`src/design/ptsd_pkg.sv`:
```
// ----------------------------------------------------------------------------
// ptsd_pkg
// shared constants and types of the priority task scheduler with delays
// ----------------------------------------------------------------------------
package ptsd_pkg;

  localparam int unsigned TASK_SLOTS  = 16;
  localparam int unsigned DELAY_WIDTH = 32;

  localparam int unsigned SLOT_W      = (TASK_SLOTS > 1) ? $clog2(TASK_SLOTS) : 1;

  localparam int unsigned MODE_W      = 2;
  localparam int unsigned INDEX_W     = 4;
  localparam int unsigned TICKS_W     = 32;
  localparam int unsigned NEXT_W      = 4;
  localparam int unsigned MASK_W      = 16;
  localparam int unsigned TOTAL_W     = 32;

  localparam logic [TICKS_W:0] DELAY_MAX = (33'd1 << DELAY_WIDTH) - 33'd1;

  typedef enum logic [MODE_W-1:0] {
    MODE_TICK   = 2'd0,
    MODE_CREATE = 2'd1,
    MODE_DELAY  = 2'd2,
    MODE_SCHED  = 2'd3
  } mode_e;

  typedef struct packed {
    logic              found;
    logic [SLOT_W-1:0] slot;
  } pick_t;

endpackage

```
`src/design/ptsd_prio_enc.sv`:
```
// ----------------------------------------------------------------------------
// ptsd_prio_enc
// finds the lowest-index ready slot; lower index means higher priority
// ----------------------------------------------------------------------------
module ptsd_prio_enc (
  input  logic [ptsd_pkg::TASK_SLOTS-1:0] ready_i,
  output ptsd_pkg::pick_t                 pick_o
);
  import ptsd_pkg::*;

  always_comb begin
    pick_o.found = 1'b0;
    pick_o.slot  = '0;
    for (int s = TASK_SLOTS - 1; s >= 0; s--) begin
      if (ready_i[s]) begin
        pick_o.found = 1'b1;
        pick_o.slot  = SLOT_W'(s);
      end
    end
  end

endmodule

```
`src/design/priority_task_scheduler_with_delays_core.sv`:
```
// ----------------------------------------------------------------------------
// priority_task_scheduler_with_delays_core
// fixed-priority task scheduler with per-slot tick delays
// ----------------------------------------------------------------------------
// Takes one request per clock cycle unless the output stalls, and gives its
// result in the next cycle from an output register. A new request is accepted
// whenever that register is empty or is being taken in the same cycle, so the
// sustained rate is one request per cycle. All slots are updated in parallel and,
// on DELAY or SCHED, a priority encoder on the new ready bits picks the next task.
module priority_task_scheduler_with_delays_core (
  input  logic                            clk_i,
  input  logic                            rst_ni,
  input  logic                            in_valid_i,
  output logic                            in_ready_o,
  input  logic [ptsd_pkg::MODE_W-1:0]     mode_i,
  input  logic [ptsd_pkg::INDEX_W-1:0]    task_index_i,
  input  logic [ptsd_pkg::TICKS_W-1:0]    delay_ticks_i,
  output logic                            out_valid_o,
  input  logic                            out_ready_i,
  output logic [ptsd_pkg::NEXT_W-1:0]     next_task_o,
  output logic                            task_found_o,
  output logic [ptsd_pkg::MASK_W-1:0]     ready_mask_o,
  output logic [ptsd_pkg::TOTAL_W-1:0]    tick_total_o
);
  import ptsd_pkg::*;

  logic [TASK_SLOTS-1:0]  present_q, present_d;
  logic [TASK_SLOTS-1:0]  delayed_q, delayed_d;
  logic [DELAY_WIDTH-1:0] remain_q [TASK_SLOTS];
  logic [DELAY_WIDTH-1:0] remain_d [TASK_SLOTS];
  logic [SLOT_W-1:0]      cur_q, cur_d;
  logic [TOTAL_W-1:0]     tick_q, tick_d;

  logic                   out_valid_q;
  logic [NEXT_W-1:0]      next_task_q;
  logic                   task_found_q;
  logic [MASK_W-1:0]      ready_mask_q;

  logic                   accept;
  logic                   resched;
  logic                   idx_ok;
  logic [SLOT_W-1:0]      idx;
  logic [SLOT_W+INDEX_W-1:0] idx_ext;
  logic [DELAY_WIDTH-1:0] sat_ticks;
  logic [TASK_SLOTS-1:0]  ready_d;
  logic [TASK_SLOTS+MASK_W-1:0] mask_ext;
  logic [SLOT_W+NEXT_W-1:0]     next_ext;
  pick_t                  pick;

  assign in_ready_o = !out_valid_q || out_ready_i;
  assign accept     = in_valid_i && in_ready_o;

  assign idx_ext   = {{SLOT_W{1'b0}}, task_index_i};
  assign idx       = idx_ext[SLOT_W-1:0];
  assign idx_ok    = 32'(task_index_i) < 32'(TASK_SLOTS);
  assign sat_ticks = ({1'b0, delay_ticks_i} > DELAY_MAX) ? DELAY_MAX[DELAY_WIDTH-1:0]
                                                          : delay_ticks_i[DELAY_WIDTH-1:0];

  always_comb begin
    present_d = present_q;
    delayed_d = delayed_q;
    remain_d  = remain_q;
    tick_d    = tick_q;
    resched   = 1'b0;
    unique case (mode_e'(mode_i))
      MODE_TICK: begin
        tick_d = tick_q + TOTAL_W'(1);
        for (int s = 0; s < TASK_SLOTS; s++) begin
          if (present_q[s] && delayed_q[s]) begin
            if (remain_q[s] <= DELAY_WIDTH'(1)) begin
              remain_d[s]  = '0;
              delayed_d[s] = 1'b0;
            end else begin
              remain_d[s] = remain_q[s] - DELAY_WIDTH'(1);
            end
          end
        end
      end
      MODE_CREATE: begin
        if (idx_ok) begin
          present_d[idx] = 1'b1;
          delayed_d[idx] = 1'b0;
          remain_d[idx]  = '0;
        end
      end
      MODE_DELAY: begin
        resched = 1'b1;
        if (present_q[cur_q] && (sat_ticks != '0)) begin
          delayed_d[cur_q] = 1'b1;
          remain_d[cur_q]  = sat_ticks;
        end
      end
      MODE_SCHED: begin
        resched = 1'b1;
      end
      default: begin
        resched = 1'b0;
      end
    endcase
  end

  assign ready_d = present_d & ~delayed_d;

  ptsd_prio_enc u_prio_enc (
    .ready_i (ready_d),
    .pick_o  (pick)
  );

  assign cur_d    = (resched && pick.found) ? pick.slot : cur_q;
  assign mask_ext = {{MASK_W{1'b0}}, ready_d};
  assign next_ext = {{NEXT_W{1'b0}}, cur_d};

  always_ff @(posedge clk_i or negedge rst_ni) begin
    if (!rst_ni) begin
      present_q   <= '0;
      delayed_q   <= '0;
      cur_q       <= '0;
      tick_q      <= '0;
      out_valid_q <= 1'b0;
      for (int s = 0; s < TASK_SLOTS; s++) begin
        remain_q[s] <= '0;
      end
    end else begin
      if (accept) begin
        present_q   <= present_d;
        delayed_q   <= delayed_d;
        remain_q    <= remain_d;
        cur_q       <= cur_d;
        tick_q      <= tick_d;
        out_valid_q <= 1'b1;
      end else if (out_ready_i) begin
        out_valid_q <= 1'b0;
      end
    end
  end

  // result payload
  always_ff @(posedge clk_i) begin
    if (accept) begin
      next_task_q  <= next_ext[NEXT_W-1:0];
      task_found_q <= resched && pick.found;
      ready_mask_q <= mask_ext[MASK_W-1:0];
    end
  end

  logic [TOTAL_W-1:0] tick_out_q;
  always_ff @(posedge clk_i) begin
    if (accept) begin
      tick_out_q <= tick_d;
    end
  end

  assign out_valid_o  = out_valid_q;
  assign next_task_o  = next_task_q;
  assign task_found_o = task_found_q;
  assign ready_mask_o = ready_mask_q;
  assign tick_total_o = tick_out_q;

endmodule
```
`config.mk`:
```
export PLATFORM = sky130hd
export DESIGN_NAME = priority_task_scheduler_with_delays_core
export DESIGN_NICKNAME = d
export VERILOG_FILES = /design/src/design/ptsd_pkg.sv /design/src/design/ptsd_prio_enc.sv /design/src/design/priority_task_scheduler_with_delays_core.sv
export SDC_FILE = /design/constraint.sdc
export NUM_CORES = 2
export LEC_CHECK = 0
export BUFFER_PORTS_ARGS = -buffer_cell sky130_fd_sc_hd__buf_2
export CORE_ASPECT_RATIO = 0.5
export CORE_MARGIN = 2
export CORE_UTILIZATION = 45
export CTS_CLUSTER_SIZE = 30
export DETAILED_ROUTE_END_ITERATION = 8
export SLEW_MARGIN = 10
export SYNTH_ARGS = -nofsm -noshare
export SYNTH_HDL_FRONTEND = slang
export SYNTH_SLANG_ARGS = --single-unit
```
`constraint.sdc`:
```
create_clock -name clk_i -period 3.1 [get_ports clk_i]
set_input_delay 0.465 -clock clk_i [delete_from_list [all_inputs] [get_ports clk_i]]
set_output_delay 0.465 -clock clk_i [all_outputs]
set_load 0.05 [all_outputs]
```
After elaboration in Yosys (flattened, before gate mapping)
Cells that the tools add are included.
Widths: inputs -> output; s select.
Cells by class
  order comparisons: 24
  eq/ne operators: 20
  reductions and logical operators: 46
  bitwise operators: 10
  mux-type cells: 101
  add/subtract/negate cells: 17
Operator list (count)
  $pmux 512 s3: 1
  $mux 32: 35
  $and 512x512->512: 1
  $bwmux 512: 1
  $le 32x1->1 const B: 16
  $mux 512: 1
  $not 512->512: 1
  $sub 32x1->32 const B: 16
  $demux 32 s4: 2
  $mux 5: 16
  $reduce_and 4->1: 16
  $pmux 16 s3: 1
  $mux 1: 38
  $ne 2x2->1 const B: 17
  $add 32x1->32 const B: 1
  $and 16x16->16: 2
  $mux 16: 2
  $not 16->16: 2
  $or 16x16->16: 2
  $reduce_bool 32->1: 1
  $logic_and 1x1->1: 23
  $ge 5x5->1 const B: 2
  $lt 4x5->1 const B: 2
  $lt 5x1->1 const B: 2
  other kinds (13): 17
Storage, ports and cells
  bits in registers: 634
  bits of input ports: 42

Longest topological paths before layout
  depth after elaboration: 27
  mapped depth: 13
  gate-level depth less buffers: 12

By module
From an unflattened synthesis, not the netlist that was laid out.
Unflattened totals
  cells, all modules: 5727
  area, all modules: 43748.2 um^2
By module, submodules not included
  priority_task_scheduler_with_delays_core: cells each 5693, area an instance 43573.0 um^2, instances 1
  ptsd_prio_enc: cells each 34, area an instance 175.2 um^2, instances 1

Worst setup path before layout
Ideal clock, no wire load.
  path type: register -> register
  start point: register out_valid_q (netlist: out_valid_o)
  end point: register next_task_q[0] (netlist: next_task_o[0]), enable pin
  buffers on the path: 2
  cell stages (with the launch flop): 6
  data arrival time: 3166 ps
  setup time: 438 ps
  period minus slack after synthesis: 3605 ps
  data required time: 2662 ps
  path slack: -505 ps
  cell sequence: dfrtp_1 nand2b_1 nand2_1 inv_1 buf_4 clkbuf_1
On the way
  cells in the longest elaborated chain, start to end: 3
RTL lines
  start, declared: RTL line priority_task_scheduler_with_delays_core.sv:34  | logic out_valid_q;
  start signal, assigned: RTL line priority_task_scheduler_with_delays_core.sv:119  | out_valid_q <= 1'b0;
  start signal, assigned: RTL line priority_task_scheduler_with_delays_core.sv:130  | out_valid_q <= 1'b1;
  start signal, assigned: RTL line priority_task_scheduler_with_delays_core.sv:132  | out_valid_q <= 1'b0;
  $logic_not 1->1: RTL line priority_task_scheduler_with_delays_core.sv:50  | assign in_ready_o = !out_valid_q || out_ready_i;
  $logic_or 1x1->1: RTL line priority_task_scheduler_with_delays_core.sv:50
  via in_ready_o: RTL line priority_task_scheduler_with_delays_core.sv:14  | output logic in_ready_o,
  $logic_and 1x1->1: RTL line priority_task_scheduler_with_delays_core.sv:51  | assign accept = in_valid_i && in_ready_o;
  via accept: RTL line priority_task_scheduler_with_delays_core.sv:39  | logic accept;
  end signal, assigned: RTL line priority_task_scheduler_with_delays_core.sv:140  | next_task_q <= next_ext[NEXT_W-1:0];
  end, declared: RTL line priority_task_scheduler_with_delays_core.sv:35  | logic [NEXT_W-1:0] next_task_q;
The timed path passes the listed nets, and every way through them passes these cells.
A chain may end at the register's enable or synchronous reset.

Final worst setup path
  start point: register remain_q[235] (netlist name)
  end point: register next_task_q[1] (netlist: next_task_o[1]) (data pin)
On the way
  cells in the longest elaborated chain, start to end: 17
RTL lines
  start, declared: RTL line priority_task_scheduler_with_delays_core.sv:29  | logic [DELAY_WIDTH-1:0] remain_q [TASK_SLOTS];
  start signal, assigned: RTL line priority_task_scheduler_with_delays_core.sv:127  | remain_q <= remain_d;
  $le 32x1->1 *: RTL line priority_task_scheduler_with_delays_core.sv:70  | if (remain_q[s] <= DELAY_WIDTH'(1)) begin
  $mux 1 *: RTL line priority_task_scheduler_with_delays_core.sv:70
  $mux 1 *: RTL line priority_task_scheduler_with_delays_core.sv:69  | if (present_q[s] && delayed_q[s]) begin
  $pmux 16 s3 *: RTL line priority_task_scheduler_with_delays_core.sv:65  | unique case (mode_e'(mode_i))
  $not 16->16 *: RTL line priority_task_scheduler_with_delays_core.sv:102  | assign ready_d = present_d & ~delayed_d;
  $and 16x16->16 *: RTL line priority_task_scheduler_with_delays_core.sv:102
  via ready_d[8]: RTL line priority_task_scheduler_with_delays_core.sv:45  | logic [TASK_SLOTS-1:0] ready_d;
  $mux 5 * (9 in series): RTL line ptsd_prio_enc.sv:15  | if (ready_i[s]) begin
  $logic_and 1x1->1: RTL line priority_task_scheduler_with_delays_core.sv:109  | assign cur_d = (resched && pick.found) ? pick.slot : cur_q;
  $mux 4 *: RTL line priority_task_scheduler_with_delays_core.sv:109
  via cur_d[1]: RTL line priority_task_scheduler_with_delays_core.sv:31  | logic [SLOT_W-1:0] cur_q, cur_d;
Mark *: on every way through the listed nets, which the timed path passes. The rest lies on a longest branch.

==> results by stage <==
Run status:
- The flow ran to the end, but the final reports show violations.
- The checks that failed: negative setup slack.

Floorplan:
- For this configuration, the core starts out at a cell density of 0.454.
- The die is around 430 µm wide.
- The core footprint is 0.0906 mm².
- 97 I/O pins were placed.
- The die is roughly 220 µm tall.
- The number of placement rows is 78.
- The area of the die is about 0.094 mm².

CTS:
- TritonCTS built the clock tree.
- Clock tree synthesis selected as its root buffer the cell sky130_fd_sc_hd__clkbuf_16.
- Clock-pin slew was measured on the worst setup and hold paths at 0.07 ns.
- TritonCTS created 61 clock buffers.
- The TritonCTS sink count is 634.
- The count of H-tree levels built during CTS is 2.
- The buffer levels on the longest clock path is 3.
- The clock latency on the worst-skew pair is about 0.70 ns.

Synthesis:
- The share of synthesized cell area in full adder, half adder and majority cells is 0.0113.
- The share of synthesized area in the top cell type comes to 0.354.
- Among all cell types in the netlist, the one instantiated most often is sky130_fd_sc_hd__o21ai_0.
- The fraction of registers with async set/reset is 0.916.
- After synthesis, the most frequently instantiated cells are sky130_fd_sc_hd__o21ai_0, sky130_fd_sc_hd__nor2_1, sky130_fd_sc_hd__dfrtp_1, sky130_fd_sc_hd__nand2_1, sky130_fd_sc_hd__a21oi_1.
- The total of warnings raised by yosys is 0.
- The post-synthesis mux area share is 0.0324.
- The number of nets handed over by synthesis was 5,249.
- The number of enable-type register cells in the synthesized netlist is 53.
- Yosys mapped the design onto 88 distinct sky130hd cell types.
- The post-synthesis cell count is 5,170.
- The proportion of synthesized chip area in sequential cells is 0.392.
- The average instance area after synthesis is 7.95 µm².
- The share of synthesized cell area in and, or, nand and nor gates is 0.198.
- The main combinational cell family by area after synthesis is compound AO/OA/AOI/OAI gates.
- The synthesized design contains 634 register bits.
- The complex-gate fraction of the synthesized area is 0.299.
- Ranked by total cell area, the synthesized netlist is headed by sky130_fd_sc_hd__dfrtp_1, sky130_fd_sc_hd__o21ai_0, sky130_fd_sc_hd__nor2_1.
- Of the total synthesized cell area, the portion taken by XOR and XNOR cells is 0.0230.
- The mapped cell area is approximately 0.041 mm².
- The dominant synthesized flop cell is sky130_fd_sc_hd__dfrtp_1.
- Of all cell types, the one taking the most synthesized area is sky130_fd_sc_hd__dfrtp_1.

Global route:
- The global-route wire length before repair is 258,000 µm.
- Entering global routing, the biggest net connects 135 pins.
- After global routing the overflow that remains totals 0.
- The via count of the first global-routing pass is around 42,000.
- The initial antenna violation count is 15.
- The total routing usage reported by global routing is 0.357.

STA:
- The final setup skew is 0.0333 ns.
- Dividing the final minimum period by the clock period gives 1.03.
- The post-route worst setup slack is -0.0995 ns.
- The hold slack is 0.0634 ns.
- The max-slew headroom at the worst pin is 0.311.
- Setup repair after global routing could not meet its margin everywhere.
- At the pin with the least slew margin, the transition time is 1.03 ns.
- The number of failing setup endpoints in the final timing report is 3.
- Counting I/O delays and the setup requirement, the final critical path takes 3.20 ns.
- The final hold violation count is 0.
- The max-slew violation count was 0.
- The fmax is 313 MHz.

Critical path:
- In this run the worst path has a maximum fanout of 4.
- The endpoint of the worst register-to-register path is next_task_o[1].
- The source of the critical timing path is remain_q[235].
- STA classifies the critical path startpoint as a register.
- The signal arrival time at the worst endpoint is 3.65 ns.
- The number of cells on the worst reg-to-reg path is 10.
- For the worst setup path, the data required time is around 3.6 ns.
- The critical path class is reg -> reg.
- The critical path endpoint is next_task_o[1].
- The flop-to-flop setup slack is -0.1 ns.
- The nature of the critical path endpoint is a register.
- The origin of the critical flop-to-flop path is remain_q[235].

Worst hold path:
- In this run the worst hold path is classified as in -> reg.

Pwr:
- Across the VDD grid, the largest voltage drop is 0.478 mV.
- The power per cell area is 924 mW/mm².
- The analysis attributes to cell leakage a power of approximately 21 nW.

Flow run:
- The count of max-cap constraint violations is 0.

Route:
- After detailed routing, the number of remaining DRC violations is 0.
- The total number of vias is 44,900.
- The pre-antenna-repair detailed-routing pass consisted of 6 iterations.
- Dividing the detail-routed wire length by the instance count gives 24.8 µm.
- For this block, the initial DRC count from the detailed router was 5,868.
- The detail route stage leaves a number of antenna-violating nets equal to 0.
- The wire length after detailed routing is 172,000 µm.
- In the routed layout, each cell is associated on average with a via count of around 6.5.

Finish:
- In the final layout, the share of cells above drive strength 1 is 0.177.
- The post-route standard cell area excluding fillers is between 0.05 and 0.06 mm².
- In the final design database the tool counted 5,740 nets.
- The area overhead of the layout relative to synthesis is 22.5%.

Placement:
- During placement, the flow inserted port buffers numbering 96.
- The setup slack at placement is -0.436 ns.
- The placed standard-cell area is 0.0479 mm².
- The HPWL after detailed placement is 117,000 µm.
- Routability-driven placement finished with a final weighted congestion of 0.986.
flip-flops by register name, indices dropped and copies added (netlist names):
name / flops
next_task_o: 4
remain_q: 512
out_valid_o: 1
cur_q: 4
tick_total_o: 32
task_found_o: 1
ready_mask_o: 16
delayed_q: 16
present_q: 16
tick_q: 32
worst min path at each step:
stage | to | startpoint | slack (ns) | cells after the start
2_1_floorplan | cur_q[0] | rst_ni | 0.17 | 0
3_3_place_gp | remain_q[229] | rst_ni | 0.43 | 1
3_5_place_dp | remain_q[230] | rst_ni | 0.44 | 1
4_1_cts | out_valid_o | out_ready_i | 0.04 | 3
5_1_grt | out_valid_o | out_ready_i | 0.08 | 3
6_report | out_valid_o | out_ready_i | 0.06 | 3
through the flow:
step | power (mW) | util | TNS [ns] | instances
after floorplan | 27.9 | - | 0 | 5170
after global placement | 37.0 | 0.529 | -18.56 | 6789
after detailed placement | 37.5 | 0.529 | -27.73 | 6789
after CTS | 45.8 | 0.553 | -0.172 | 6910
after global routing | 49.6 | 0.556 | -0.655 | 6912
final | 46.6 | 0.556 | -0.251 | 6922
final cells by class:
class,count,area (µm²)
Fill cell,8409,40200
Multi-Input combinational cell,4073,23600
Sequential cell,634,16100
Timing Repair Buffer,776,6620
Clock buffer,87,1750
Tap cell,1200,1500
Inverter,115,442
Clock inverter,27,323
Antenna cell,10,25.0
report_power, final:
part | total (mW) | switching (mW) | internal, mW | leakage [nW]
combinational | 24.9 | 14.8 | 10.1 | 11.7
sequential | 13.5 | 2.67 | 10.8 | 8.35
clock | 8.12 | 3.74 | 4.38 | 1.03
total | 46.6 | 21.3 | 25.3 | 21.1
metal layers:
| layer | up-vias | track usage | share of wire |
|---|---|---|---|
| met3 | 434 | 0.0885 | 0.11 |
| met2 | 2470 | 0.526 | 0.42 |
| met1 | 21800 | 0.492 | 0.42 |
| li1 | 20200 | - | - |
| met5 | - | 0 | 0.00022 |
| met4 | 6 | 0.168 | 0.049 |
placed cells by master (no fill, tap or decap), drive strengths merged, types with 16 or more instances in the layout:
cell type and instances:
o21ai 928, o32ai 23, a22oi 146, or4 26
clkinv 21, ha 37, xnor2 53, dfrtp 581
edfxtp 53, nand2b 40, nor2 594, nand2 489
o21a 19, nand4 27, and3 52, and2 26
nor4 126, a32oi 61, buf 774, xor2 55
or3 43, or2 16, o22ai 137, clkbuf 87
a22o 117, a21oi 406, nor3 205, nor2b 22
mux2i 118, a31oi 60, inv 115, nand3 48
what timing repair did:
action,in CTS,in global routing
resized for setup,21,42
setup buffers,5,2
hold buffers,2,0
hold endpoints to repair,40,0
endpoints found under the setup margin,77,107
gates cloned,0,0
pin swaps,14,7
worst max-delay path, stage by stage, from the launching register on:
cell and delay, ns:
sky130_fd_sc_hd__dfrtp_1 0.38, sky130_fd_sc_hd__or4_4 0.53, sky130_fd_sc_hd__or4_4 0.61, sky130_fd_sc_hd__or4_4 0.46, sky130_fd_sc_hd__o21ai_4 0.16, sky130_fd_sc_hd__nand2_2 0.11, sky130_fd_sc_hd__clkinv_4 0.08, sky130_fd_sc_hd__nor2_2 0.04
sky130_fd_sc_hd__o221ai_2 0.20, sky130_fd_sc_hd__a211oi_2 0.11, sky130_fd_sc_hd__mux2_4 0.27
cell families (layout without fill, tap and decap cells):
kind of cell | Yosys count | count (layout)
DFF | 634 | 634
AOI/OAI and AO/OA | 2046 | 2046
and+or+nand+nor | 1756 | 1756
adders and majority gates | 37 | 37
buffers and inverters | 463 | 1005
muxes | 126 | 126
xor gates and xnor gates | 108 | 108
other | 0 | 10
No activity file was read; power rests on OpenSTA's default activity.
